===== config.mk =====
export PLATFORM = sky130hd
export DESIGN_NAME = keyed_rw_lock_table_core
export DESIGN_NICKNAME = d
export VERILOG_FILES = /design/src/rtl/krw_pkg.sv /design/src/rtl/keyed_rw_lock_table_core.sv /design/src/rtl/krw_ram.sv /design/src/rtl/krw_ctrl.sv /design/src/rtl/krw_dp.sv
export VERILOG_INCLUDE_DIRS = /design/src /design/src/rtl
export SDC_FILE = /design/constraint.sdc
export NUM_CORES = 2
export LEC_CHECK = 0
export BUFFER_PORTS_ARGS = -buffer_cell sky130_fd_sc_hd__buf_2
export CAP_MARGIN = 20
export CELL_PAD_IN_SITES_DETAIL_PLACEMENT = 1
export CELL_PAD_IN_SITES_GLOBAL_PLACEMENT = 2
export CORE_MARGIN = 2
export CORE_UTILIZATION = 45
export DETAILED_ROUTE_END_ITERATION = 10
export PLACE_DENSITY = 0.77
export REMOVE_ABC_BUFFERS = 1
export SLEW_MARGIN = 10
export SYNTH_ARGS = -nofsm -noshare
export SYNTH_HDL_FRONTEND = slang
export SYNTH_HIERARCHICAL = 1
export SYNTH_SLANG_ARGS = --single-unit
export TNS_END_PERCENT = 50

===== constraint.sdc =====
create_clock -name aclk -period 25.6 [get_ports aclk]
set_input_delay 6.4 -clock aclk [delete_from_list [all_inputs] [get_ports aclk]]
set_output_delay 6.4 -clock aclk [all_outputs]
set_load 0.02 [all_outputs]

===== src/rtl/keyed_rw_lock_table_core_defines.svh =====
// ----------------------------------------------------------------------------
// Keyed RW lock table - assertion macros
// Concurrent check wrappers; they are empty when SYNTHESIS is defined.
// ----------------------------------------------------------------------------
`ifndef KEYED_RW_LOCK_TABLE_CORE_DEFINES_SVH
`define KEYED_RW_LOCK_TABLE_CORE_DEFINES_SVH
`ifndef SYNTHESIS
// checked outside reset
`define KRW_ASSERT(lbl, prop, msg) \
    lbl: assert property (@(posedge aclk) disable iff (!aresetn) prop) \
        else $error(msg);
// checked on every edge, reset included
`define KRW_ASSERT_ALWAYS(lbl, prop, msg) \
    lbl: assert property (@(posedge aclk) prop) else $error(msg);
`else
`define KRW_ASSERT(lbl, prop, msg)
`define KRW_ASSERT_ALWAYS(lbl, prop, msg)
`endif
`endif


===== src/rtl/krw_pkg.sv =====
// ----------------------------------------------------------------------------
// Keyed RW lock table - package
// Fixed field widths, status codes and controller/datapath handshake types.
// ----------------------------------------------------------------------------
package krw_pkg;

    localparam int KEY_W       = 64;
    localparam int MASK_W      = 3;
    localparam int STATUS_W    = 3;
    localparam int IN_TDATA_W  = 72;   // 71 field bits, padded to bytes
    localparam int OUT_TDATA_W = 8;    // 4 field bits, padded to bytes

    typedef logic [STATUS_W-1:0] status_t;

    localparam status_t ST_GRANTED    = 3'd0;
    localparam status_t ST_CONFLICT   = 3'd1;
    localparam status_t ST_RETRY      = 3'd2;
    localparam status_t ST_FULL       = 3'd3;
    localparam status_t ST_RELEASED   = 3'd4;
    localparam status_t ST_NOT_FOUND  = 3'd5;
    localparam status_t ST_OVERFLOW   = 3'd6;

    localparam logic REQ_ACQUIRE = 1'b0;
    localparam logic REQ_RELEASE = 1'b1;

    // controller -> datapath
    typedef struct packed {
        logic load;    // capture request, restart scan
        logic scan;    // issue one table read, advance pointer
        logic exec;    // decide, write back, load result register
    } cmd_t;

    // datapath -> controller
    typedef struct packed {
        logic scan_last;   // pointer is at the final entry
    } stat_t;

endpackage


===== src/rtl/keyed_rw_lock_table_core.sv =====
// ----------------------------------------------------------------------------
// Keyed RW lock table - top level
// Reader/writer lock table keyed by a 64-bit sector id, with per-type reader
// counts, a writer mask and a holder count per entry.
// ----------------------------------------------------------------------------
//
//  Channel  Dir  Ports                      Contents
//  -------  ---  -------------------------  --------------------------------
//  request  in   s_tvalid/s_tready/s_tdata  acquire or release of one sector
//                s_tuser                    (tuser carries the request kind)
//  result   out  m_tvalid/m_tready/m_tdata  status and wake for that request
//
// Result shows after the request transfer, the scan, a flush state for the last
// compare and the execute state that decides and writes back; the scan does one
// entry RAM read per cycle (single port). The next transfer can come in the cycle
// after execute at the earliest. Reset (aresetn low,
// synchronous) clears the valid flags and control state, not the RAM; RAM is read behind a set flag.
// A waiting result never blocks s_tready; m_tready stalls hold only execute.
//
module keyed_rw_lock_table_core #(
    parameter int TABLE_ENTRIES = 16,   // 1..256
    parameter int FILE_TYPES    = 3,    // 1..8
    parameter int COUNT_BITS    = 8     // 2..16
) (
    input  logic                            aclk,
    input  logic                            aresetn,
    // request channel
    input  logic                            s_tvalid,
    output logic                            s_tready,
    // [63:0] sector_id, [66:64] read_mask, [69:67] write_mask,
    // [70] wait_flag, [71] zero
    input  logic [krw_pkg::IN_TDATA_W-1:0]  s_tdata,
    // [0] req_type (0 acquire, 1 release)
    input  logic                            s_tuser,
    // result channel
    output logic                            m_tvalid,
    input  logic                            m_tready,
    // [2:0] status, [3] wake, [7:4] zero
    output logic [krw_pkg::OUT_TDATA_W-1:0] m_tdata
);

    krw_pkg::cmd_t  cmd;    // controller to datapath
    krw_pkg::stat_t stat;   // datapath to controller

    // sequencing and result valid flag
    krw_ctrl u_ctrl (
        .aclk     (aclk),
        .aresetn  (aresetn),
        .s_tvalid (s_tvalid),
        .s_tready (s_tready),
        .m_tvalid (m_tvalid),
        .m_tready (m_tready),
        .stat     (stat),
        .cmd      (cmd)
    );

    // entry store, key match, lock decision, result payload
    krw_dp #(
        .TABLE_ENTRIES (TABLE_ENTRIES),
        .FILE_TYPES    (FILE_TYPES),
        .COUNT_BITS    (COUNT_BITS)
    ) u_dp (
        .aclk    (aclk),
        .aresetn (aresetn),
        .cmd     (cmd),
        .stat    (stat),
        .s_tdata (s_tdata),
        .s_tuser (s_tuser),
        .m_tdata (m_tdata)
    );

endmodule


===== src/rtl/krw_ram.sv =====
// ----------------------------------------------------------------------------
// Keyed RW lock table - generic RAM
// Single port, write-enable, registered read (read-before-write).
// ----------------------------------------------------------------------------
module krw_ram #(
    parameter int WIDTH = 8,
    parameter int DEPTH = 16,
    localparam int ADDR_W = (DEPTH > 1) ? $clog2(DEPTH) : 1
) (
    input  logic              aclk,
    input  logic              we,
    input  logic [ADDR_W-1:0] addr,
    input  logic [WIDTH-1:0]  wdata,
    output logic [WIDTH-1:0]  rdata
);

    logic [WIDTH-1:0] mem [DEPTH];
    logic [WIDTH-1:0] rdata_reg;

    always_ff @(posedge aclk) begin
        if (we) begin
            mem[addr] <= wdata;
        end
        rdata_reg <= mem[addr];
    end

    assign rdata = rdata_reg;

endmodule


===== src/rtl/krw_ctrl.sv =====
// ----------------------------------------------------------------------------
// Keyed RW lock table - controller
// Sequences accept, table scan, flush, execute; owns the result valid flag.
// ----------------------------------------------------------------------------
`include "keyed_rw_lock_table_core_defines.svh"

module krw_ctrl (
    input  logic           aclk,
    input  logic           aresetn,
    input  logic           s_tvalid,
    output logic           s_tready,
    output logic           m_tvalid,
    input  logic           m_tready,
    input  krw_pkg::stat_t stat,
    output krw_pkg::cmd_t  cmd
);

    typedef enum logic [3:0] {
        S_IDLE  = 4'b0001,
        S_SCAN  = 4'b0010,
        S_FLUSH = 4'b0100,
        S_EXEC  = 4'b1000
    } state_t;

    state_t state_reg, state_next;
    logic   out_valid_reg, out_valid_next;
    logic   fire;

    assign s_tready = (state_reg == S_IDLE);
    assign m_tvalid = out_valid_reg;

    // result register free now or emptied this cycle
    assign fire = (state_reg == S_EXEC) && (!out_valid_reg || m_tready);

    always_comb begin
        cmd.load = s_tvalid && s_tready;
        cmd.scan = (state_reg == S_SCAN);
        cmd.exec = fire;
    end

    always_comb begin
        state_next = state_reg;
        case (state_reg)
            S_IDLE: begin
                if (s_tvalid) state_next = S_SCAN;
            end
            S_SCAN: begin
                if (stat.scan_last) state_next = S_FLUSH;
            end
            S_FLUSH: state_next = S_EXEC;
            S_EXEC: begin
                if (fire) state_next = S_IDLE;
            end
            default: state_next = S_IDLE;
        endcase
    end

    always_comb begin
        out_valid_next = out_valid_reg;
        if (fire) begin
            out_valid_next = 1'b1;
        end else if (m_tready) begin
            out_valid_next = 1'b0;
        end
    end

    always_ff @(posedge aclk) begin
        if (!aresetn) begin
            state_reg     <= S_IDLE;
            out_valid_reg <= 1'b0;
        end else begin
            state_reg     <= state_next;
            out_valid_reg <= out_valid_next;
        end
    end

    `KRW_ASSERT(a_accept_scans, s_tvalid && s_tready |=> state_reg == S_SCAN, "accept without scan")
    `KRW_ASSERT(a_exec_room, cmd.exec |-> !out_valid_reg || m_tready, "result overwritten")
    `KRW_ASSERT(a_exec_shows, cmd.exec |=> out_valid_reg, "result lost after execute")
    `KRW_ASSERT_ALWAYS(a_reset_quiet, !aresetn |=> !out_valid_reg && state_reg == S_IDLE, "reset not clean")

endmodule


===== src/rtl/krw_dp.sv =====
// ----------------------------------------------------------------------------
// Keyed RW lock table - datapath
// Request register, entry RAM scan with key compare, lock decision and
// write-back, valid flags and result register.
// ----------------------------------------------------------------------------
module krw_dp #(
    parameter int TABLE_ENTRIES = 16,
    parameter int FILE_TYPES    = 3,
    parameter int COUNT_BITS    = 8
) (
    input  logic                               aclk,
    input  logic                               aresetn,
    input  krw_pkg::cmd_t                      cmd,
    output krw_pkg::stat_t                     stat,
    input  logic [krw_pkg::IN_TDATA_W-1:0]     s_tdata,
    input  logic                               s_tuser,
    output logic [krw_pkg::OUT_TDATA_W-1:0]    m_tdata
);

    localparam int ACT    = (FILE_TYPES < krw_pkg::MASK_W) ? FILE_TYPES : krw_pkg::MASK_W;
    localparam int IDX_W  = (TABLE_ENTRIES > 1) ? $clog2(TABLE_ENTRIES) : 1;
    localparam int KEY_W  = krw_pkg::KEY_W;
    localparam int RDR_LO = KEY_W + ACT;
    localparam int HLD_LO = RDR_LO + ACT * COUNT_BITS;
    localparam int REC_W  = HLD_LO + COUNT_BITS;
    localparam logic [IDX_W-1:0] LAST_IDX = IDX_W'(TABLE_ENTRIES - 1);

    typedef logic [COUNT_BITS-1:0] cnt_t;

    // request register
    logic                release_reg;
    logic [KEY_W-1:0]    key_reg;
    logic [ACT-1:0]      rd_reg, wr_reg;
    logic                wait_reg;

    // scan state
    logic [IDX_W-1:0]    ptr_reg;
    logic                cmp_vld_reg;
    logic [IDX_W-1:0]    cmp_idx_reg;
    logic                hit_reg, free_reg;
    logic [IDX_W-1:0]    hit_idx_reg, free_idx_reg;
    logic [REC_W-1:0]    hit_rec_reg;
    logic [TABLE_ENTRIES-1:0] valid_reg;

    logic [krw_pkg::STATUS_W-1:0] status_reg;
    logic                wake_reg;

    logic [REC_W-1:0]    rdata, wdata;
    logic [IDX_W-1:0]    addr, tgt_idx;
    logic                we;

    // decision
    logic [ACT-1:0]      base_wm, new_wm;
    cnt_t                base_rc [ACT];
    cnt_t                new_rc  [ACT];
    cnt_t                base_hold, new_hold;
    logic                conflict, saturate, any_req, set_valid, clr_valid;
    krw_pkg::status_t    status_c, deny_c;

    assign stat.scan_last = (ptr_reg == LAST_IDX);

    krw_ram #(
        .WIDTH (REC_W),
        .DEPTH (TABLE_ENTRIES)
    ) u_ram (
        .aclk  (aclk),
        .we    (we),
        .addr  (addr),
        .wdata (wdata),
        .rdata (rdata)
    );

    assign tgt_idx = hit_reg ? hit_idx_reg : free_idx_reg;
    assign addr    = cmd.exec ? tgt_idx : ptr_reg;

    always_comb begin
        base_wm   = hit_reg ? hit_rec_reg[KEY_W +: ACT] : '0;
        base_hold = hit_reg ? hit_rec_reg[HLD_LO +: COUNT_BITS] : '0;
        conflict  = |((rd_reg | wr_reg) & base_wm);
        saturate  = (base_hold == '1);
        for (int t = 0; t < ACT; t++) begin
            base_rc[t] = hit_reg ? hit_rec_reg[RDR_LO + t * COUNT_BITS +: COUNT_BITS] : '0;
            if (wr_reg[t] && base_rc[t] != '0) conflict = 1'b1;
            if (rd_reg[t] && base_rc[t] == '1) saturate = 1'b1;
        end
        any_req = |(rd_reg | wr_reg);
        deny_c  = wait_reg ? krw_pkg::ST_RETRY : krw_pkg::ST_CONFLICT;

        set_valid = 1'b0;
        clr_valid = 1'b0;
        new_wm    = base_wm;
        new_hold  = base_hold;
        for (int t = 0; t < ACT; t++) new_rc[t] = base_rc[t];

        if (release_reg == krw_pkg::REQ_ACQUIRE) begin
            if (!any_req) begin
                status_c = deny_c;
            end else if (!hit_reg && !free_reg) begin
                status_c = krw_pkg::ST_FULL;
            end else if (hit_reg && conflict) begin
                status_c = deny_c;
            end else if (hit_reg && saturate) begin
                status_c = krw_pkg::ST_OVERFLOW;
            end else begin
                status_c  = krw_pkg::ST_GRANTED;
                set_valid = 1'b1;
                new_wm    = base_wm | wr_reg;
                new_hold  = base_hold + cnt_t'(1);
                for (int t = 0; t < ACT; t++)
                    new_rc[t] = base_rc[t] + cnt_t'(rd_reg[t]);
            end
        end else begin
            if (!hit_reg) begin
                status_c = krw_pkg::ST_NOT_FOUND;
            end else begin
                status_c = krw_pkg::ST_RELEASED;
                new_wm   = base_wm & ~wr_reg;
                new_hold = (base_hold != '0) ? base_hold - cnt_t'(1) : base_hold;
                for (int t = 0; t < ACT; t++)
                    if (rd_reg[t] && base_rc[t] != '0) new_rc[t] = base_rc[t] - cnt_t'(1);
                // holders gone: entry freed, its fields are not read again
                clr_valid = (new_hold == '0);
            end
        end

        wdata[KEY_W-1:0]             = key_reg;
        wdata[KEY_W +: ACT]          = new_wm;
        wdata[HLD_LO +: COUNT_BITS]  = new_hold;
        for (int t = 0; t < ACT; t++)
            wdata[RDR_LO + t * COUNT_BITS +: COUNT_BITS] = new_rc[t];
    end

    assign we = cmd.exec && (set_valid || status_c == krw_pkg::ST_RELEASED);

    // control state
    always_ff @(posedge aclk) begin
        if (!aresetn) begin
            ptr_reg     <= '0;
            cmp_vld_reg <= 1'b0;
            hit_reg     <= 1'b0;
            free_reg    <= 1'b0;
            valid_reg   <= '0;
        end else begin
            cmp_vld_reg <= cmd.scan;
            if (cmd.load) begin
                ptr_reg  <= '0;
                hit_reg  <= 1'b0;
                free_reg <= 1'b0;
            end else begin
                if (cmd.scan) ptr_reg <= ptr_reg + IDX_W'(1);
                if (cmp_vld_reg && valid_reg[cmp_idx_reg] && !hit_reg &&
                    rdata[KEY_W-1:0] == key_reg) begin
                    hit_reg <= 1'b1;
                end
                if (cmp_vld_reg && !valid_reg[cmp_idx_reg] && !free_reg) begin
                    free_reg <= 1'b1;
                end
            end
            if (cmd.exec && set_valid) valid_reg[tgt_idx] <= 1'b1;
            if (cmd.exec && clr_valid) valid_reg[tgt_idx] <= 1'b0;
        end
    end

    // payload
    always_ff @(posedge aclk) begin
        if (cmd.load) begin
            release_reg <= s_tuser;
            key_reg     <= s_tdata[KEY_W-1:0];
            rd_reg      <= s_tdata[KEY_W +: ACT];
            wr_reg      <= s_tdata[KEY_W + krw_pkg::MASK_W +: ACT];
            wait_reg    <= s_tdata[KEY_W + 2 * krw_pkg::MASK_W];
        end
        cmp_idx_reg <= ptr_reg;
        if (cmp_vld_reg && valid_reg[cmp_idx_reg] && !hit_reg &&
            rdata[KEY_W-1:0] == key_reg) begin
            hit_idx_reg <= cmp_idx_reg;
            hit_rec_reg <= rdata;
        end
        if (cmp_vld_reg && !valid_reg[cmp_idx_reg] && !free_reg) begin
            free_idx_reg <= cmp_idx_reg;
        end
        if (cmd.exec) begin
            status_reg <= status_c;
            wake_reg   <= (status_c == krw_pkg::ST_RELEASED);
        end
    end

    assign m_tdata = {{(krw_pkg::OUT_TDATA_W - krw_pkg::STATUS_W - 1){1'b0}},
                      wake_reg, status_reg};

endmodule


==> Word level (Yosys, flattened, before mapping) <==
Memory sizes are Yosys's and may differ from the RTL's. A register that Yosys moved wholly into a read port is not among the register bits.
Index checks and enable logic that the tools add are counted.
{ "op_classes": {"addsub": 9, "order_cmp": 3, "n_eq_ne": 14, "n_mux": 64, "n_bitwise": 9, "n_reduce_logical": 39} }
{ "ops": {"columns": ["operator", "n"], "rows": [
  ["$mux W24", 6],
  ["$mux W8", 14],
  ["$eq A64 B64 Y1", 1],
  ["$mux W16", 3],
  ["$mux W3", 12],
  ["$eq A8 B8 Y1 const B", 4],
  ["$reduce_bool A8 Y1", 4],
  ["$sub A8 B1 Y8 const B", 4],
  ["$add A8 B1 Y8", 3],
  ["$logic_and A1 B1 Y1", 23],
  ["$mux W1", 20],
  ["$mux W4", 5],
  ["$and A16 B16 Y16", 1],
  ["$not A16 Y16", 1],
  ["$or A16 B16 Y16", 1],
  ["$pmux W4 S4", 1],
  ["$lt A4 B5 Y1 const B", 2],
  ["$add A8 B1 Y8 const B", 1],
  ["$eq A4 B4 Y1 const B", 2],
  ["$logic_not A8 Y1", 1],
  ["$and A3 B3 Y3", 2],
  ["$or A3 B3 Y3", 2],
  ["$reduce_or A3 Y1", 2],
  ["$add A4 B1 Y4 const B", 1],
  ["17 further kinds", 22]
]} }
{ "totals": {"register_bits": 215, "mem_bits_rw": 1584, "in_bits": 77, "output_inout_bits": 10, "word_cells": 157, "mem_count": 1} }
{ "memory_table": {"columns": ["name", "words", "word_bits", "read_ports", "rd_ports_with_merged_regs", "wr", "line_no", "source"], "rows": [
  ["u_dp.u_ram.mem", 16, 99, 1, 1, 1, "krw_ram.sv:17", "logic [WIDTH-1:0] mem [DEPTH];"]
]} }

==> Logic depth before layout (Yosys ltp) <==
{ "depth": {"word_depth": 17, "mapped_depth": 16, "mapped_depth_nobuf": 10} }

==> Hierarchy <==
The synthesis kept the hierarchy.
{ "modules_own_cells": {"columns": ["module", "instances", "cells_per_inst", "area_each_um2", "seq_area_each_um2"], "rows": [
  ["krw_ram", 1, 2536, 61240.0, 49547.5],
  ["krw_dp", 1, 756, 8130.3, 4113.9],
  ["krw_ctrl", 1, 34, 294.0, 100.1]
]} }

==> Least setup slack after synthesis <==
Ideal clock, no wire load.
{ "synth_timing": {"path_kind": "in2reg", "startpoint": "input port m_tready", "endpoint": "memory u_dp/u_ram/mem[0][0] (netlist bit) (enable)", "setup_ps": 678, "arrival_ps": 14784, "t_required_ps": 24922, "path_slack_ps": 10137, "path_stages": 8, "n_path_buf": 3, "path_cell_list": "nor2b_1 -> nor4_1 -> buf_4 -> clkbuf_1 -> clkbuf_1 -> a31oi_1 -> or3b_2 -> nor3_1"} }
{ "synth_via": {"word_cells_on_any_way": 6, "classes_between": "mux (3); reduce/logical (3)"} }
{ "synth_rtl": {"columns": ["element", "line_no", "source"], "rows": [
  ["start: declaration", "keyed_rw_lock_table_core.sv:37", "input logic m_tready,"],
  ["$logic_or A1 B1 Y1", "krw_ctrl.sv:33", "assign fire = (state_reg == S_EXEC) && (!out_valid_reg || m_tready);"],
  ["$logic_and A1 B1 Y1", "krw_ctrl.sv:33", null],
  ["via u_ctrl.fire", "krw_ctrl.sv:27", "logic fire;"],
  ["$mux W4", "krw_dp.sv:74", "assign addr = cmd.exec ? tgt_idx : ptr_reg;"],
  ["via u_dp.addr[2]", "krw_dp.sv:49", "logic [IDX_W-1:0] addr, tgt_idx;"],
  ["end: declaration", "krw_ram.sv:17", null]
]} }
The timed path passes the listed nets, and every way through them passes these cells.

==> results.md <==
* Status: finished clean
* DR WL/cell at 29.1 um
* Fmax at 97.3 MHz
* Area delta synth->final at 12.9%
* Minimum clock period at 10.28 ns
* DIE AREA at 158000 um2
* # clock sinks at 1834
* GRT Util Overall at 21.3%
* Layout cell share with drive strength beyond 1 at 24.5%
* Area fraction of the dominant cell type after synthesis at 73.4%
* Port-buffer cells at 81
* Vias at 34074
* Gr ovfl total at 0
* Avg Inst Size Synth at 20.9 um2
* Critical Path Source Type: input port
* Final Worst Setup Slack at 15.32 ns
* Cell depth of the worst hold path at 0
* Clk_lat worst skew at 0.82 ns
* Initial Util at 45.3%
* Pre-Repair DR Iteration Count at 5
* Post-CTS Hold Buffers at 0
* Root Buffer: clkbuf_16
* Fill cells at 13704
* CP Class: input port to register
* Top cells by area, synth: edfxtp_1 73%, mux4_2 13%, dfxtp_1 3.8%
* RD Place Congestion at 0.789
* Die height at 397 um
* DIE WIDTH at 397 um
* Max-cap viol count at 0
* Core area at 154000 um2
* Type of the most critical hold path: register to register
* Number of distinct library cells after synthesis at 85
* Worst Skew at 0.0356 ns
* First-pass GRT wire length at 246 mm
* Max reg flops at 1584
* Max clock buf depth at 3
* VDD IR max at 0.0617 mV
* Reg clk slew, reported paths at 0.06 ns
* Row cnt at 144
* H-tree depth at 4
* Most common cell after layout, fill and taps aside: edfxtp_1
* Crit Path Max Fanout at 107
* Total power at 0.00606 W
* Synth Register Bits at 1834
* Yosys warning count at 6
* Commonest register cell after synthesis: edfxtp_1
* RSZ-0062 raised after global routing: false
* Worst setup EP type: register
* Setup TNS at 0 ns
* Cell taking the most area after synthesis: edfxtp_1
* Initial antenna violation count at 0
* Post-CTS Setup Inserts at 0
* Final hold violation count at 0
* Vias in the first global route at 36542
* Initial drt markers at 3349
* Most frequent cells in the layout: 1703 x edfxtp_1, 401 x mux4_2, 201 x a22oi_1
* Final HPWL DP at 83.8 mm
* Cell Area, Synth at 69700 um2
* Slew headroom at 25.1%
* CTS Buf Count at 184
* Worst Reg-to-Reg Cells at 14
* Diodes inserted at 0
* Post-synth EDFFs at 1703
* Worst endpoint required time at 26.29 ns
* Sequential share of the synthesized area at 77.2%
* Post-Place Worst Slack at 14.29 ns
* Nets at 3598
* Post-cts resize count at 0
* Post-route DRC at 0
* Largest net degree at the start of global routing at 145
* Max-slew violation count at 0
* P per Cell Area at 77.1 nW/um2
* Routed WL at 166 mm
* LEAKAGE at 25.1 nW
* Final period utilization at 40.2%
* Least-Margin Pin Slew at 1.12 ns
* CTS tree: built
* Synth async-reset ratio at 0%
* Final ANT Viol Nets at 0
* # IOs at 87
* Post-Synthesis Cells at 3326
* Finish-stage setup viols at 0
* Crit path DAT at 10.98 ns
* Reg2Reg Setup Slack at 19.17 ns
* Drt via density at 5.97
==> cell usage after synthesis (26+ instances only) <==
| master | n |
|---|---|
| edfxtp_1 | 1703 |
| clkbuf_1 | 76 |
| mux4_2 | 401 |
| buf_6 | 26 |
| nor4_1 | 30 |
| dfxtp_1 | 131 |
| nor2_1 | 60 |
| a22oi_1 | 201 |
| inv_1 | 30 |
| nand2_1 | 156 |
| buf_2 | 41 |
| xor2_1 | 51 |
==> worst max-delay path, stage by stage <==
cell and delay, ns:
buf_2 0.09, nor2b_1 0.07, nor4_2 0.22, buf_4 0.37, nor2_1 0.12, a31oi_4 0.34, buf_12 0.76, buf_12 0.68
buf_4 0.85, mux4_2 0.61, a22oi_1 0.25, nand2_1 0.08
==> routing by layer <==
layer / part of all wire [%] / routed length (um) / track usage, % / vias up
met5: 0 / 0 / 0 / -
met4: 2.1 / 3570 / 5.55 / 0
met3: 6.1 / 10100 / 3.72 / 249
met2: 49 / 81500 / 34.8 / 1152
met1: 43 / 71000 / 29.9 / 18385
li1: - / - / - / 14288
==> layout make-up <==
class	count	area, um2	area share [%]
Clock buffer	250	5020	6.39
Sequential cell	1834	53800	68.4
Multi-Input combinational cell	1277	14900	19.0
Clock inverter	91	987	1.25
Tap cell	2044	2560	3.25
Timing Repair Buffer	182	1260	1.61
Inverter	32	120	0.153
==> report_power, final <==
group          switching (W)  internal (W)  leakage [nW]
clock                0.00113       0.00154          2.93
sequential         0.0000385       0.00328          17.2
combinational      0.0000410     0.0000319          5.00
==> cells by family (layout without fill, tap and decap cells) <==
kind of cell	Yosys count	count (layout)	synth area share (%)
adders and majority gates	10	10	0.180
buffers and inverters	218	555	1.68
other	1	4	0.00538
AOI/OAI and AO/OA	360	360	3.89
xor gates and xnor gates	60	60	0.754
muxes	419	419	13.2
DFF	1834	1834	77.2
and+or+nand+nor	424	424	3.10
==> per-stage QoR <==
stage               utilization, %  hold WS, ns  cell area (um2)  cells
finish                        51.1        0.395            78700   5710
detailed placement            47.1        0.390            72500   5360
global placement              47.1        0.388            72500   5356
floorplan                        -        0.371            68600   3143
CTS                           51.1        0.391            78600   5701
global route                  51.1        0.400            78700   5710
==> final timing paths <==
| kind | startpoint | endpoint |
|---|---|---|
| setup reg to reg | u_dp/hit_reg$_SDFFE_PP0P_ | u_dp/u_ram/mem[15][82]$_DFFE_PP_ |
| hold reg to reg | u_dp/u_ram/rdata[77]$_DFF_P_ | u_dp/hit_rec_reg[77]$_DFFE_PP_ |
| hold / removal | u_dp/u_ram/rdata[77]$_DFF_P_ | u_dp/hit_rec_reg[77]$_DFFE_PP_ |
| setup / recovery | m_tready | u_dp/u_ram/rdata[3]$_DFF_P_ |
Note: power is estimated with default switching activity, not from simulation.
